===== src/rtl/hkrb_pkg.sv =====
// Package for the keyboard report builder: payload structs, codes and controller links.
// No dependencies.
package hkrb_pkg;

   localparam logic [2:0] MODE_USB     = 3'd0;
   localparam logic [2:0] MODE_CONS    = 3'd1;
   localparam logic [2:0] MODE_SYS     = 3'd2;
   localparam logic [2:0] MODE_BOOT    = 3'd3;
   localparam logic [2:0] MODE_NKRO    = 3'd4;
   localparam logic [2:0] MODE_SEND    = 3'd5;

   localparam logic [1:0] KS_PRESS     = 2'd1;
   localparam logic [1:0] KS_HOLD      = 2'd2;
   localparam logic [1:0] KS_RELEASE   = 2'd3;

   localparam logic [2:0] ST_OK        = 3'd0;
   localparam logic [2:0] ST_IGN       = 3'd1;
   localparam logic [2:0] ST_LIMIT     = 3'd2;
   localparam logic [2:0] ST_BAD       = 3'd3;
   localparam logic [2:0] ST_NOTBOOT   = 3'd4;

   localparam logic [6:0] CH_MAIN = 7'h01;
   localparam logic [6:0] CH_SEC  = 7'h02;
   localparam logic [6:0] CH_TER  = 7'h04;
   localparam logic [6:0] CH_QUA  = 7'h08;
   localparam logic [6:0] CH_MOD  = 7'h10;
   localparam logic [6:0] CH_CONS = 7'h20;
   localparam logic [6:0] CH_SYS  = 7'h40;

   localparam int unsigned STORE_DEPTH = 32;

   typedef struct packed {
      logic [2:0]  mode;
      logic [1:0]  key_state;
      logic [7:0]  state_type;
      logic [15:0] code;
   } req_type;

   typedef struct packed {
      logic [2:0]  status;
      logic [6:0]  report_changes;
      logic [7:0]  report_modifiers;
      logic [7:0]  report_keys_sent;
      logic        report_protocol;
      logic [15:0] report_consumer;
      logic [7:0]  report_system;
      logic [4:0]  report_index;
      logic [7:0]  report_byte;
      logic        last;
   } rsp_type;

   typedef struct packed {
      logic       load;     // latch request
      logic       key_rd;   // read store byte addressed by the key's bit
      logic       exec;     // apply non-send command, emit one result
      logic       clear;    // clear one store entry at clr_index
      logic [4:0] clr_index;
      logic       send_rd;  // read store at send_index
      logic       send_out; // emit send result from read data
      logic [4:0] send_index;
      logic       send_last;
      logic       send_done;
   } cmd_type;

   typedef struct packed {
      logic       is_send;
      logic       proto;
      logic [7:0] key_count;
   } sts_type;

endpackage


===== src/rtl/hkrb_datapath.sv =====
// Datapath of the keyboard report builder: state registers, key store memory, result register.
// Depends on hkrb_pkg.
module hkrb_datapath #(
   parameter int BOOT_KEYS  = 6,
   parameter int NKRO_BYTES = 27
) (
   input  logic             clock,
   input  logic             reset,
   input  hkrb_pkg::req_type req_in,
   input  hkrb_pkg::cmd_type cmd,
   output hkrb_pkg::sts_type sts,
   output logic             rsp_strobe,
   output hkrb_pkg::rsp_type rsp
);
   import hkrb_pkg::*;

   req_type     req_ff;
   logic        proto_ff, proto_in;
   logic [7:0]  mod_ff, mod_in;
   logic [7:0]  count_ff, count_in;
   logic [6:0]  chg_ff, chg_in;
   logic [15:0] cons_ff, cons_in;
   logic [7:0]  sys_ff, sys_in;
   logic        strobe_ff;
   rsp_type     rsp_ff;
   logic [7:0]  mem [STORE_DEPTH];
   logic [7:0]  rd_ff;
   logic [4:0]  idx_ff;
   logic        last_ff;

   // per-command store write
   logic        wr_en;
   logic [4:0]  wr_addr;
   logic [7:0]  wr_data;
   logic [2:0]  status;

   logic        normal, press, modkey;
   logic [7:0]  key;
   logic [7:0]  bitpos;
   logic [6:0]  flag;
   logic        inrange;
   logic        flush;
   logic        clr_all;

   assign sts.is_send   = (req_ff.mode == MODE_SEND);
   assign sts.proto     = proto_ff;
   assign sts.key_count = count_ff;

   always_comb begin
      key     = req_ff.code[7:0];
      normal  = (req_ff.state_type == 8'd0);
      press   = normal && (req_ff.key_state == KS_PRESS);
      modkey  = (key[7:5] == 3'b111);
      bitpos  = 8'd0;
      flag    = 7'd0;
      inrange = 1'b1;
      if (key >= 8'd4 && key <= 8'd49) begin
         bitpos = key - 8'd4;
         flag = CH_MAIN;
      end else if (key >= 8'd51 && key <= 8'd155) begin
         bitpos = key - 8'd3;
         flag = CH_SEC;
      end else if (key >= 8'd157 && key <= 8'd164) begin
         bitpos = key + 8'd3;
         flag = CH_TER;
      end else if (key >= 8'd176 && key <= 8'd221) begin
         bitpos = key - 8'd8;
         flag = CH_QUA;
      end else begin
         inrange = 1'b0;
      end
   end

   // NKRO bit update is a read-modify-write: rd_ff holds mem[bitpos>>3] read in the cycle
   // before exec.
   always_comb begin
      proto_in = proto_ff;
      mod_in   = mod_ff;
      count_in = count_ff;
      chg_in   = chg_ff;
      cons_in  = cons_ff;
      sys_in   = sys_ff;
      status   = ST_OK;
      wr_en    = 1'b0;
      wr_addr  = cmd.clr_index;
      wr_data  = 8'd0;
      flush    = 1'b0;
      if (cmd.clear) begin
         wr_en = 1'b1;
      end
      if (cmd.exec) begin
         unique case (req_ff.mode)
            MODE_USB: begin
               if (!proto_ff) begin
                  if (req_ff.key_state == KS_PRESS || req_ff.key_state == KS_RELEASE)
                     chg_in = CH_MAIN;
                  if (normal && req_ff.key_state == KS_RELEASE) begin
                     status = ST_IGN;
                  end else if (modkey) begin
                     if (key[4:3] == 2'b00) mod_in = mod_ff | (8'd1 << key[2:0]);
                  end else if (count_ff >= 8'(BOOT_KEYS)) begin
                     status = ST_LIMIT;
                  end else if (key > 8'd104) begin
                     status = ST_BAD;
                  end else begin
                     wr_en    = 1'b1;
                     wr_addr  = count_ff[4:0];
                     wr_data  = key;
                     count_in = count_ff + 8'd1;
                  end
               end else if (normal && req_ff.key_state == KS_HOLD) begin
                  status = ST_IGN;
               end else if (modkey) begin
                  if (key[4:3] == 2'b00) begin
                     if (press) mod_in = mod_ff | (8'd1 << key[2:0]);
                     else       mod_in = mod_ff & ~(8'd1 << key[2:0]);
                  end
                  chg_in = chg_ff | CH_MOD;
               end else if (inrange) begin
                  chg_in  = chg_ff | flag;
                  wr_en   = 1'b1;
                  wr_addr = bitpos[7:3];
                  wr_data = press ? (rd_ff | (8'd1 << bitpos[2:0]))
                                  : (rd_ff & ~(8'd1 << bitpos[2:0]));
                  if (count_ff != 8'hFF) count_in = count_ff + 8'd1;
               end else if (key == 8'd0) begin
                  chg_in = chg_ff | CH_MAIN;
                  flush  = 1'b1;
               end else begin
                  status = ST_BAD;
               end
            end
            MODE_CONS, MODE_SYS: begin
               if (!proto_ff) begin
                  status = ST_NOTBOOT;
               end else begin
                  if (req_ff.key_state == KS_PRESS || req_ff.key_state == KS_RELEASE)
                     chg_in = chg_ff | ((req_ff.mode == MODE_CONS) ? CH_CONS : CH_SYS);
                  if (req_ff.mode == MODE_CONS)
                     cons_in = (normal && req_ff.key_state == KS_RELEASE) ? 16'd0
                                                                        : req_ff.code;
                  else
                     sys_in = (normal && req_ff.key_state == KS_RELEASE) ? 8'd0
                                                                       : key;
               end
            end
            MODE_BOOT, MODE_NKRO: begin
               if (proto_ff == (req_ff.mode == MODE_NKRO) || !press) begin
                  status = ST_IGN;
               end else begin
                  flush    = 1'b1;
                  proto_in = (req_ff.mode == MODE_NKRO);
               end
            end
            default: status = ST_IGN;
         endcase
         if (flush) begin
            mod_in  = 8'd0;
            cons_in = 16'd0;
            sys_in  = 8'd0;
         end
      end
      if (cmd.send_done) begin
         count_in = 8'd0;
         chg_in   = 7'd0;
         if (!proto_ff) mod_in = 8'd0;
      end
   end

   assign clr_all = cmd.exec && flush;

   always_ff @(posedge clock) begin
      if (cmd.load) req_ff <= req_in;
      if (reset || clr_all) begin
         for (int i = 0; i < STORE_DEPTH; i++) mem[i] <= 8'd0;
      end else if (wr_en) begin
         mem[wr_addr] <= wr_data;
      end
      if (cmd.send_rd) rd_ff <= mem[cmd.send_index];
      else if (cmd.key_rd) rd_ff <= mem[bitpos[7:3]];
      idx_ff  <= cmd.send_index;
      last_ff <= cmd.send_last;
   end

   always_ff @(posedge clock) begin
      if (reset) begin
         proto_ff  <= 1'b1;
         mod_ff    <= 8'd0;
         count_ff  <= 8'd0;
         chg_ff    <= 7'd0;
         cons_ff   <= 16'd0;
         sys_ff    <= 8'd0;
         strobe_ff <= 1'b0;
      end else begin
         proto_ff  <= proto_in;
         mod_ff    <= mod_in;
         count_ff  <= count_in;
         chg_ff    <= chg_in;
         cons_ff   <= cons_in;
         sys_ff    <= sys_in;
         strobe_ff <= cmd.exec || cmd.send_out;
      end
   end

   always_ff @(posedge clock) begin
      if (cmd.exec) begin
         rsp_ff.status           <= status;
         rsp_ff.report_changes   <= chg_in;
         rsp_ff.report_modifiers <= mod_in;
         rsp_ff.report_keys_sent <= count_in;
         rsp_ff.report_protocol  <= proto_in;
         rsp_ff.report_consumer  <= cons_in;
         rsp_ff.report_system    <= sys_in;
         rsp_ff.report_index     <= 5'd0;
         rsp_ff.report_byte      <= 8'd0;
         rsp_ff.last             <= 1'b1;
      end else if (cmd.send_out) begin
         rsp_ff.status           <= ST_OK;
         rsp_ff.report_changes   <= chg_ff;
         rsp_ff.report_modifiers <= mod_ff;
         rsp_ff.report_keys_sent <= count_ff;
         rsp_ff.report_protocol  <= proto_ff;
         rsp_ff.report_consumer  <= cons_ff;
         rsp_ff.report_system    <= sys_ff;
         rsp_ff.report_index     <= idx_ff;
         rsp_ff.report_byte      <= rd_ff;
         rsp_ff.last             <= last_ff;
      end
   end

   assign rsp_strobe = strobe_ff;
   assign rsp        = rsp_ff;

   logic unused;
   assign unused = ^NKRO_BYTES[0];
endmodule


===== src/rtl/hkrb_control.sv =====
// Controller of the keyboard report builder: sequences commands and sends.
// Depends on hkrb_pkg.
module hkrb_control #(
   parameter int BOOT_KEYS  = 6,
   parameter int NKRO_BYTES = 27
) (
   input  logic              clock,
   input  logic              reset,
   input  logic              start,
   output logic              busy,
   input  hkrb_pkg::req_type  req_in,
   input  hkrb_pkg::sts_type  sts,
   output hkrb_pkg::cmd_type  cmd
);
   import hkrb_pkg::*;

   typedef enum logic [5:0] {
      S_IDLE  = 6'b000001,
      S_READ  = 6'b000010,
      S_EXEC  = 6'b000100,
      S_CLEAR = 6'b001000,
      S_SEND  = 6'b010000,
      S_DRAIN = 6'b100000
   } state_type;

   state_type  state_ff, state_in;
   logic [4:0] cnt_ff, cnt_in;
   logic [4:0] endc_ff, endc_in;
   logic [4:0] nsend;

   assign nsend = sts.proto ? 5'(NKRO_BYTES - 1) : 5'(BOOT_KEYS - 1);

   always_comb begin
      state_in = state_ff;
      cnt_in   = cnt_ff;
      endc_in  = endc_ff;
      cmd      = '0;
      busy     = 1'b1;
      unique case (state_ff)
         S_IDLE: begin
            busy     = 1'b0;
            cmd.load = start;
            if (start) state_in = S_READ;
         end
         S_READ: begin
            if (sts.is_send) begin
               cnt_in = 5'd0;
               if (!sts.proto && sts.key_count < 8'(BOOT_KEYS)) begin
                  cnt_in   = sts.key_count[4:0];
                  state_in = S_CLEAR;
               end else begin
                  state_in = S_SEND;
               end
            end else begin
               // bitmap byte for the addressed bit is read here
               cmd.key_rd = 1'b1;
               state_in   = S_EXEC;
            end
         end
         S_EXEC: begin
            cmd.exec = 1'b1;
            state_in = S_IDLE;
         end
         S_CLEAR: begin
            cmd.clear     = 1'b1;
            cmd.clr_index = cnt_ff;
            if (cnt_ff == 5'(BOOT_KEYS - 1)) begin
               cnt_in   = 5'd0;
               state_in = S_SEND;
            end else begin
               cnt_in = cnt_ff + 5'd1;
            end
         end
         S_SEND: begin
            cmd.send_rd    = 1'b1;
            cmd.send_index = cnt_ff;
            cmd.send_last  = (cnt_ff == nsend);
            cmd.send_out   = (cnt_ff != 5'd0) || (endc_ff != 5'd0);
            endc_in        = 5'd1;
            if (cnt_ff == nsend) state_in = S_DRAIN;
            else cnt_in = cnt_ff + 5'd1;
         end
         S_DRAIN: begin
            cmd.send_out  = 1'b1;
            cmd.send_done = 1'b1;
            endc_in       = 5'd0;
            cnt_in        = 5'd0;
            state_in      = S_IDLE;
         end
         default: state_in = S_IDLE;
      endcase
   end

   always_ff @(posedge clock) begin
      if (reset) begin
         state_ff <= S_IDLE;
         cnt_ff   <= 5'd0;
         endc_ff  <= 5'd0;
      end else begin
         state_ff <= state_in;
         cnt_ff   <= cnt_in;
         endc_ff  <= endc_in;
      end
   end

   logic unused;
   assign unused = ^req_in;
endmodule


===== src/rtl/hid_keyboard_report_builder.sv =====
// Top level of the keyboard report builder: controller plus datapath.
// Depends on hkrb_pkg, hkrb_control, hkrb_datapath.
// One item at a time; busy marks it. Key event or command: latched on start, its store byte
// read in S_READ, applied in S_EXEC; its one result strobe is registered. Send: BOOT_KEYS
// or NKRO_BYTES bytes, one per cycle from the store port; boot first zeroes unused entries.
// Synchronous active-high reset restores NKRO mode and clears the state and the key store.
module hid_keyboard_report_builder #(
   parameter int BOOT_KEYS  = 6,
   parameter int NKRO_BYTES = 27
) (
   input  logic              clock,
   input  logic              reset,
   input  logic              start,
   output logic              busy,
   input  hkrb_pkg::req_type  req_data,
   output logic              rsp_strobe,
   output hkrb_pkg::rsp_type  rsp_data
);
   import hkrb_pkg::*;

   cmd_type cmd;
   sts_type sts;

   hkrb_control #(.BOOT_KEYS(BOOT_KEYS), .NKRO_BYTES(NKRO_BYTES)) u_ctrl (
      .clock, .reset, .start, .busy, .req_in(req_data), .sts, .cmd
   );

   hkrb_datapath #(.BOOT_KEYS(BOOT_KEYS), .NKRO_BYTES(NKRO_BYTES)) u_dp (
      .clock, .reset, .req_in(req_data), .cmd, .sts, .rsp_strobe, .rsp(rsp_data)
   );
endmodule


===== config.mk =====
export PLATFORM = sky130hd
export DESIGN_NAME = hid_keyboard_report_builder
export DESIGN_NICKNAME = d
export VERILOG_FILES = /design/src/rtl/hkrb_pkg.sv /design/src/rtl/hkrb_datapath.sv /design/src/rtl/hkrb_control.sv /design/src/rtl/hid_keyboard_report_builder.sv
export SDC_FILE = /design/constraint.sdc
export NUM_CORES = 1
export LEC_CHECK = 0
export BUFFER_PORTS_ARGS = -buffer_cell sky130_fd_sc_hd__buf_2
export CAP_MARGIN = 0
export CORE_MARGIN = 8
export CORE_UTILIZATION = 30
export DETAILED_ROUTE_END_ITERATION = 16
export GPL_TIMING_DRIVEN = 0
export SETUP_SLACK_MARGIN = 0.15
export SLEW_MARGIN = 0
export SYNTH_ARGS = -nofsm -noshare
export SYNTH_HDL_FRONTEND = slang
export SYNTH_SLANG_ARGS = --single-unit

===== constraint.sdc =====
create_clock -name clock -period 6.5 [get_ports clock]
set_clock_uncertainty 0.1 [all_clocks]
set_input_delay 0 -clock clock [delete_from_list [all_inputs] [get_ports clock]]
set_output_delay 0 -clock clock [all_outputs]
set_load 0.01 [all_outputs]

Word level (Yosys, flattened, before mapping)
Memories as Yosys holds them, arrays and structs flattened.
Index checks and enable logic that the tools add are counted.
Widths: inputs -> output; s select.
{"block": "word_totals", "ram_bits": 256, "reg_bits": 173, "inputBits": 32, "memories": 1}
{"memory": "u_dp.mem", "depth": 32, "word_bits": 8, "read_ports": 2, "rd_clocked_by_memory_dff": 0, "wr": 32, "line_no": "hkrb_datapath.sv:26", "text": "logic [7:0] mem [STORE_DEPTH];"}
{"block": "classes", "mux": 152, "n_bitwise": 8, "n_lt_le_gt_ge": 11, "n_addsub": 6, "n_shift": 2, "n_reduce_logical": 31, "n_eq_ne": 24}
{"operator": "$mux 8", "count": 49}
{"operator": "$mux 65", "count": 2}
{"operator": "$mux 16", "count": 6}
{"operator": "$mux 7", "count": 13}
{"operator": "$mux 5", "count": 17}
{"operator": "$mux 1", "count": 41}
{"operator": "$mux 6", "count": 6}
{"operator": "$le 8x8->1 const B", "count": 3}
{"operator": "$mux 3", "count": 8}
{"operator": "$pmux 6 s4", "count": 1}
{"operator": "$pmux 5 s4", "count": 1}
{"operator": "$and 8x8->8", "count": 2}
{"operator": "$ge 8x3->1 const B", "count": 2}
{"operator": "$ge 8x8->1 const B", "count": 2}
{"operator": "$logic_not 8->1", "count": 2}
{"operator": "$not 8->8", "count": 2}
{"operator": "$or 8x8->8", "count": 2}
{"operator": "$shl 1x3->8 const A", "count": 2}
{"operator": "$or 7x7->7", "count": 2}
{"operator": "$pmux 7 s2", "count": 1}
{"operator": "$pmux 5 s2", "count": 1}
{"operator": "$reduce_bool 5->1", "count": 2}
{"operator": "$eq 3x3->1 const B", "count": 3}
{"operator": "$logic_and 1x1->1", "count": 9}
{"operator": "other kinds (39)", "count": 55}

Logic depth before layout (Yosys ltp)
Gate-level depths: netlist (run 1).
{"block": "depth", "word_depth": 19, "ltp_mapped": 18, "ltp_nobuf": 12}

Hierarchy
A second synthesis (run 1) with hierarchy kept.
{"block": "unflattened", "cells_unflattened": 1931, "hier_area_um2": 21996.1}
{"module": "hkrb_datapath", "instances": 1, "area_each_um2": 21120.3, "cells_each": 1823}
{"module": "hkrb_control", "instances": 1, "area_each_um2": 875.8, "cells_each": 108}

Least setup slack after synthesis (run 1)
Ideal clock, no wire load.
{"block": "synth_timing", "path_kind": "flip-flop to flip-flop", "start": "reg u_dp.req_ff, in the netlist u_dp.key[0]", "end": "mem u_dp.mem[17][0] (enable)", "path_stages_with_launch": 17, "synth_period_minus_slack_ps": 4221, "setup_ps": 329, "t_required_ps": 6071, "path_slack_ps": 2279, "arrival_time_ps": 3792, "cell_sequence": "edfxtp_1 -> clkbuf_1 -> inv_1 -> ha_1 -> buf_2 -> nor2_1 -> a31o_1 -> or2_1 -> buf_2 -> nor2_1 -> o31ai_4 -> o21ai_4 -> buf_4 -> o21bai_4 -> a211oi_4 -> nand2_4 -> nand2_1"}
{"item": "start, declared", "line_no": "hkrb_datapath.sv:17", "text": "req_type req_ff;"}
{"item": "start signal, assigned", "line_no": "hkrb_datapath.sv:173", "text": "if (cmd.load) req_ff <= req_in;"}
{"item": "end, declared", "line_no": "hkrb_datapath.sv:26"}

Final worst setup path (run 1)
{"block": "layout_timing", "start": "reg u_dp.req_ff, in the netlist u_dp.key[3]", "end": "reg u_dp.rd_ff[4], data pin"}
{"block": "layout_via", "elab_chain_len": 9}
{"item": "$ge 8x8->1 / $le 8x8->1 (equally long branches)", "line_no": "hkrb_datapath.sv:66", "text": "end else if (key >= 8'd176 && key <= 8'd221) begin"}
{"item": "$logic_and 1x1->1", "line_no": "hkrb_datapath.sv:66"}
{"item": "$mux 8", "line_no": "hkrb_datapath.sv:66"}
{"item": "$mux 8", "line_no": "hkrb_datapath.sv:63", "text": "end else if (key >= 8'd157 && key <= 8'd164) begin"}
{"item": "$mux 8", "line_no": "hkrb_datapath.sv:60", "text": "end else if (key >= 8'd51 && key <= 8'd155) begin"}
{"item": "$mux 8 (*)", "line_no": "hkrb_datapath.sv:57", "text": "if (key >= 8'd4 && key <= 8'd49) begin"}
{"item": "$mem_v2 32x8 (*)"}
{"item": "$mux 8 (*)", "line_no": "hkrb_datapath.sv:180", "text": "else if (cmd.key_rd) rd_ff <= mem[bitpos[7:3]];"}
{"item": "$mux 8 (*)", "line_no": "hkrb_datapath.sv:179", "text": "if (cmd.send_rd) rd_ff <= mem[cmd.send_index];"}
{"item": "end signal, assigned", "line_no": "hkrb_datapath.sv:179"}
{"item": "end signal, assigned", "line_no": "hkrb_datapath.sv:180"}
{"item": "end, declared", "line_no": "hkrb_datapath.sv:27", "text": "logic [7:0] rd_ff;"}
Mark *: on every way between the ends. The rest lies on a longest branch, timed or not. The select of a mux whose other input is x is not followed.
A chain may end at the register's enable or synchronous reset.

==> results of run 1 <==
[logic make-up after synthesis]
family                     after synthesis  synth area share
muxes                                  142            0.0665
adders and majority gates               19            0.0105
DFF                                    425             0.530
AOI/OAI and AO/OA                      556             0.178
and+or+nand+nor                        831             0.175
xor gates and xnor gates                10           0.00388
buffers and inverters                  207            0.0364
[final cells by class]
cell class | instances | area, um^2 | area share
inverters | 23 | 86.3 | 0.00325
clock buffers | 59 | 1320 | 0.0495
clock inverters | 28 | 360 | 0.0136
multi-input cells | 1558 | 9820 | 0.370
plain buffers | 184 | 739 | 0.0278
flip-flops and latches | 425 | 12000 | 0.450
well taps | 969 | 1210 | 0.0456
repair buffers | 151 | 1070 | 0.0404
[critical path, cell delays in order (launching register included)]
cell,delay (ps)
edfxtp_1,490
clkbuf_1,550
inv_1,370
ha_1,390
a21oi_1,200
nor4_2,90
or2_1,220
buf_4,180
o311a_1,370
nor2_2,600
o211ai_1,460
clkbuf_1,430
o221ai_1,360
a31oi_1,100
o32ai_1,740
o32ai_1,320
[synth_stat cells (all sizes together) (17+ instances only)]
cell type,number,share of area
a21oi,128,0.029
and3,33,0.0091
edfxtp,344,0.46
mux2i,78,0.035
buf,32,0.0073
a221oi,18,0.0070
clkbuf,152,0.025
ha,19,0.011
inv,18,0.0030
nand3,43,0.0098
o221ai,81,0.031
nand2,267,0.053
nor3,74,0.022
a32oi,21,0.0082
dfxtp,81,0.072
a31oi,44,0.012
nor2,325,0.054
o21ai,95,0.022
mux2,64,0.032
a32o,17,0.0075
[sequential cells by signal, indices dropped and copies added, names as in the netlist, 5 cells and up]
signal,count
u_dp.idx_ff,5
u_dp.rd_ff,8
u_dp.mod_ff,8
u_dp.cons_ff,16
u_dp.sys_ff,8
u_dp.rsp,65
u_dp.mem,256
u_ctrl.cnt_ff,5
u_dp.count_ff,8
u_ctrl.state_ff,6
u_dp.chg_ff,7
u_dp.key,8
u_dp.req_ff,21
[metrics by stage]
step                      setup TNS [ps]  hold slack [ps]   util  area, um^2
final                                  0             35.1  0.357       26600
after global routing                   0             30.2  0.357       26600
after CTS                              0             1.50  0.356       26500
after detailed placement           -48.4             78.6  0.327       24300
after global placement             -1840             78.6  0.326       24300
after floorplan                        0            -1.13      -       22600
[power by group through the flow]
| stage | combinational (mW) | clock, mW | sequential, mW |
|---|---|---|---|
| detailed placement | 1.02 | 0 | 3.13 |
| floorplan | 0.607 | 0 | 3.10 |
| CTS | 1.04 | 2.97 | 3.07 |
| finish | 1.08 | 2.93 | 3.07 |
| global route | 1.12 | 3.05 | 3.08 |
| global placement | 1.01 | 0 | 3.13 |
[worst paths after layout]
| kind | from | endpoint | slack (ps) | depth (start not counted) |
|---|---|---|---|---|
| max reg2reg | u_dp.key[3]$_DFFE_PP_ | u_dp.rd_ff[4]$_DFFE_PP_ | 190 | 15 |
| min reg2reg | u_dp.idx_ff[1]$_DFF_P_ | u_dp.rsp[10]$_SDFFE_PP0P_ | 340 | 2 |
| max | u_dp.key[3]$_DFFE_PP_ | u_dp.rd_ff[4]$_DFFE_PP_ | 190 | 15 |
| min | req_data[21] | u_dp.req_ff[21]$_DFFE_PP_ | 40 | 2 |
[metal layers]
layer  part of all wire  up-vias  GRT usage
li1                   -     8669          -
met1               0.40     9816      0.260
met2               0.48     1063      0.353
met3              0.079      208     0.0384
met4              0.040        0     0.0762
met5                  0        -          0
[what timing repair did]
action	CTS	global route
resized for setup	1	10
pin swaps	1	1
setup endpoints to repair	25	144
setup buffers	2	2
hold buffers	47	0
hold endpoints to repair	36	0
==> flow_metrics.tcl, run 1 <==
set metrics [dict create \
    status "complete, no violations" \
    first_pass_iters 6 \
    fin_crit_sh 0.971 \
    instances_no_fill 3397 \
    min_period_ps 6310 \
    p_total_mw 7.08 \
    hpwlAfterDp_um 69100 \
    final_nets 2443 \
    clkSlewWorstSetupHoldPaths_ps 60 \
    cts-htree-levels 2 \
    track_usage 0.207 \
    syn2layout_area_growth_pct 17.7 \
    leakagePower_nw 9.24 \
    core_um2 74400 \
    grt_start_max_net_pins 46 \
    combPwrFrac 0.153 \
    placedCellCount 3259 \
    syn_area_per_cell_um2 10.3 \
    clock_latency_ps 610 \
    drt-total-wl_um 91900 \
    critPathMaxFanout 10 \
    maxSlewHeadroom 0.149 \
    hold_viol 0 \
    p_clk_frac 0.413 \
    slew_violations 0 \
    grt_pass1_wl_um 132000 \
    power_density_nw_per_um2 267 \
    synthArstFlopShare 0 \
    yosys_warnings 0 \
    layout_commonest_cell "edfxtp_1" \
    dieArea_um2 84300 \
    drive_gt1_frac 0.148 \
    pin_count 99 \
    maxCapViolCount 0 \
    final-setup-viol-count 0 \
    route.vias.total 19800 \
    worst_pin_slew_ps 1270 \
    startpoint_type "flip-flop" \
    yosysUniqueCellTypes 96 \
    antenna_found_initial 1 \
    switchingPower_mw 2.03 \
    endpoint_kind "flip-flop" \
    setup_ws_ps 190 \
    drtAntennaViolNets 0 \
    synth_edf_count 344 \
    vias_per_cell 5.82 \
    critPathKind "flip-flop to flip-flop" \
    worstPathArrival_ps 6480 \
    cts_max_path_buffers 3 \
    seqPwrFrac 0.434 \
    num_rows 100 \
    wl_per_cell_um 27.1 \
    initial_core_util 0.303 \
    synthCells 2190 \
    grt_pass1_vias 19200 \
    cts_root_buf "clkbuf_16" \
    clock-sinks 425 \
    p_int_mw 5.06 \
    fp.dieH_um 290 \
    gp_congestion 1.01 \
    seq_area_frac_synth 0.530 \
    pre_cts_slack_ps -48.4 \
    yosys_register_bits 425 \
    synth_flop_cell "edfxtp_1" \
    syn-num-nets 2241 \
    drc 0 \
    port_buffers 97 \
    switching_share 0.286 \
    min_path_type "input pin to flip-flop" \
    cts_buffers 49 \
    rsz0062_at_grt "true" \
    irDropWorstVdd_v 0.000205 \
    insertedDiodeCount 0 \
    grt-ovfl-total 0 \
    fill_cells 7383 \
    die_x_um 290 \
    crit_required_ps 6670 \
    fmaxAchievable_ghz 0.158 \
    tritoncts "built" \
    layout_common_cells "344 x edfxtp_1, 322 x nor2_1, 241 x nand2_1" \
    synth_area_um2 22600 \
    drt_iter0_markers 2144 \
]
Note: power is estimated with default switching activity, not from simulation.
==> run 2: changes to the inputs <==
--- a/config.mk
+++ b/config.mk
@@ -8,11 +8,13 @@
 export BUFFER_PORTS_ARGS = -buffer_cell sky130_fd_sc_hd__buf_2
 export CAP_MARGIN = 0
 export CORE_MARGIN = 8
-export CORE_UTILIZATION = 30
+export CORE_UTILIZATION = 60
 export DETAILED_ROUTE_END_ITERATION = 16
 export GPL_TIMING_DRIVEN = 0
+export PLACE_DENSITY = 0.78
 export SETUP_SLACK_MARGIN = 0.15
 export SLEW_MARGIN = 0
 export SYNTH_ARGS = -nofsm -noshare
 export SYNTH_HDL_FRONTEND = slang
 export SYNTH_SLANG_ARGS = --single-unit
+export TNS_END_PERCENT = 20
==> flow_metrics.tcl, run 2 (synthesis results as in run 1) <==
set metrics [dict create \
    status "complete, no violations" \
    drc 0 \
    wl_per_cell_um 29.3 \
    cts-htree-levels 2 \
    syn2layout_area_growth_pct 13.4 \
    clkSlewWorstSetupHoldPaths_ps 70 \
    hold_viol 0 \
    grt_start_max_net_pins 38 \
    cts_max_path_buffers 3 \
    dpl_cell_area_um2 23700 \
    num_rows 71 \
    route.vias.total 20200 \
    grt_pass1_vias 19100 \
    fmaxAchievable_ghz 0.156 \
    startpoint_type "flip-flop" \
    worstPathArrival_ps 6610 \
    drive_gt1_frac 0.143 \
    regMostFlops "u_dp.mem" \
    vias_per_cell 7.03 \
    first_pass_iters 6 \
    grt-ovfl-total 0 \
    maxSlewHeadroom 0.0469 \
    layout_commonest_cell "edfxtp_1" \
    critPathMaxFanout 10 \
    gp_congestion 1.07 \
    track_usage 0.372 \
    critPathKind "flip-flop to flip-flop" \
    final_nets 2421 \
    dieArea_um2 44100 \
    clock-sinks 425 \
    drt_iter0_markers 3010 \
    fin_area_um2 25600 \
    drtAntennaViolNets 0 \
    leakagePower_nw 9.09 \
    fp.dieH_um 210 \
    drt-total-wl_um 84300 \
    pin_count 99 \
    initial_core_util 0.605 \
    final-setup-viol-count 0 \
    clock_latency_ps 590 \
    worst_pin_slew_ps 1420 \
    hpwlAfterDp_um 61300 \
    core_um2 37300 \
    min_period_ps 6400 \
    maxCapViolCount 0 \
    layout_common_cells "344 x edfxtp_1, 322 x nor2_1, 241 x nand2_1" \
    rsz0062_at_grt "true" \
    cts_buffers 44 \
    min_path_type "input pin to flip-flop" \
    setup_tns_ps 0 \
    crit_required_ps 6710 \
    insertedDiodeCount 0 \
    endpoint_kind "flip-flop" \
    power_density_nw_per_um2 264 \
    port_buffers 97 \
    slew_violations 0 \
    die_x_um 210 \
    irDropWorstVdd_v 0.000217 \
    cts_root_buf "clkbuf_16" \
    grt_pass1_wl_um 122000 \
    fin_crit_sh 0.985 \
    antenna_found_initial 1 \
    largest_register_ff_count 256 \
    tritoncts "built" \
]
## run 2: timing repair
item                                    in CTS  in global routing
gates resized for setup                      0                  4
endpoints found under the hold margin       63                  0
setup buffers                                0                  4
hold buffers                                30                  0
endpoints found under the setup margin       0                 74
## run 2: metrics by stage
stage | worst slack, ps | power [mW] | hold slack [ps] | instances | utilization
6_report | 97.1 | 6.75 | 24.2 | 2877 | 0.686
5_1_grt | 143 | 6.86 | 32.0 | 2877 | 0.686
4_1_cts | 254 | 6.68 | 7.52 | 2873 | 0.684
3_3_place_gp | 249 | 4.09 | 78.1 | 2761 | 0.634
2_1_floorplan | 2280 | 3.71 | -1.13 | 2190 | -
3_5_place_dp | 284 | 4.11 | 78.1 | 2764 | 0.636
## run 2: worst max-delay path, cell delays in order (launching register included)
cell and delay (ps):
edfxtp_1 500, clkbuf_1 320, inv_1 340, ha_1 380, nor3b_2 450, a32o_1 320, a22o_1 260, o311a_1 220
or2_0 120, clkbuf_1 510, o31a_1 380, clkbuf_1 550, buf_2 410, o221ai_1 150, a31oi_1 280, o32ai_1 220
o32ai_1 610
## run 2: power by group
| group | leakage, nW | total [mW] | internal, mW | switching, mW |
|---|---|---|---|---|
| combinational | 4.24 | 1.06 | 0.306 | 0.749 |
| clock | 0.717 | 2.63 | 1.53 | 1.10 |
| sequential | 4.14 | 3.07 | 3.02 | 0.0536 |
| total | 9.09 | 6.75 | 4.85 | 1.90 |
## run 2: layout make-up
cell class | count | area (um^2)
fill | 2856 | 11700
timing repair buffer | 134 | 928
inverter | 23 | 86.3
clock inverter | 26 | 268
tap | 474 | 593
multi-input combinational | 1558 | 9810
buffer | 184 | 736
sequential | 425 | 12000
clock buffer | 53 | 1210
## run 2: final timing paths
kind	end	depth (start not counted)	slack (ps)	start
max	u_dp.rd_ff[0]$_DFFE_PP_	16	100	u_dp.key[3]$_DFFE_PP_
min reg2reg	u_dp.rsp[12]$_SDFFE_PP0P_	2	330	u_dp.idx_ff[3]$_DFF_P_
min	u_dp.key[0]$_DFFE_PP_	2	20	req_data[0]
max reg2reg	u_dp.rd_ff[0]$_DFFE_PP_	16	100	u_dp.key[3]$_DFFE_PP_
## run 2: layer usage
metal,share of wire,GRT usage
met3,0.12,0.0885
met2,0.46,0.601
met1,0.35,0.441
met5,0,0
met4,0.074,0.246
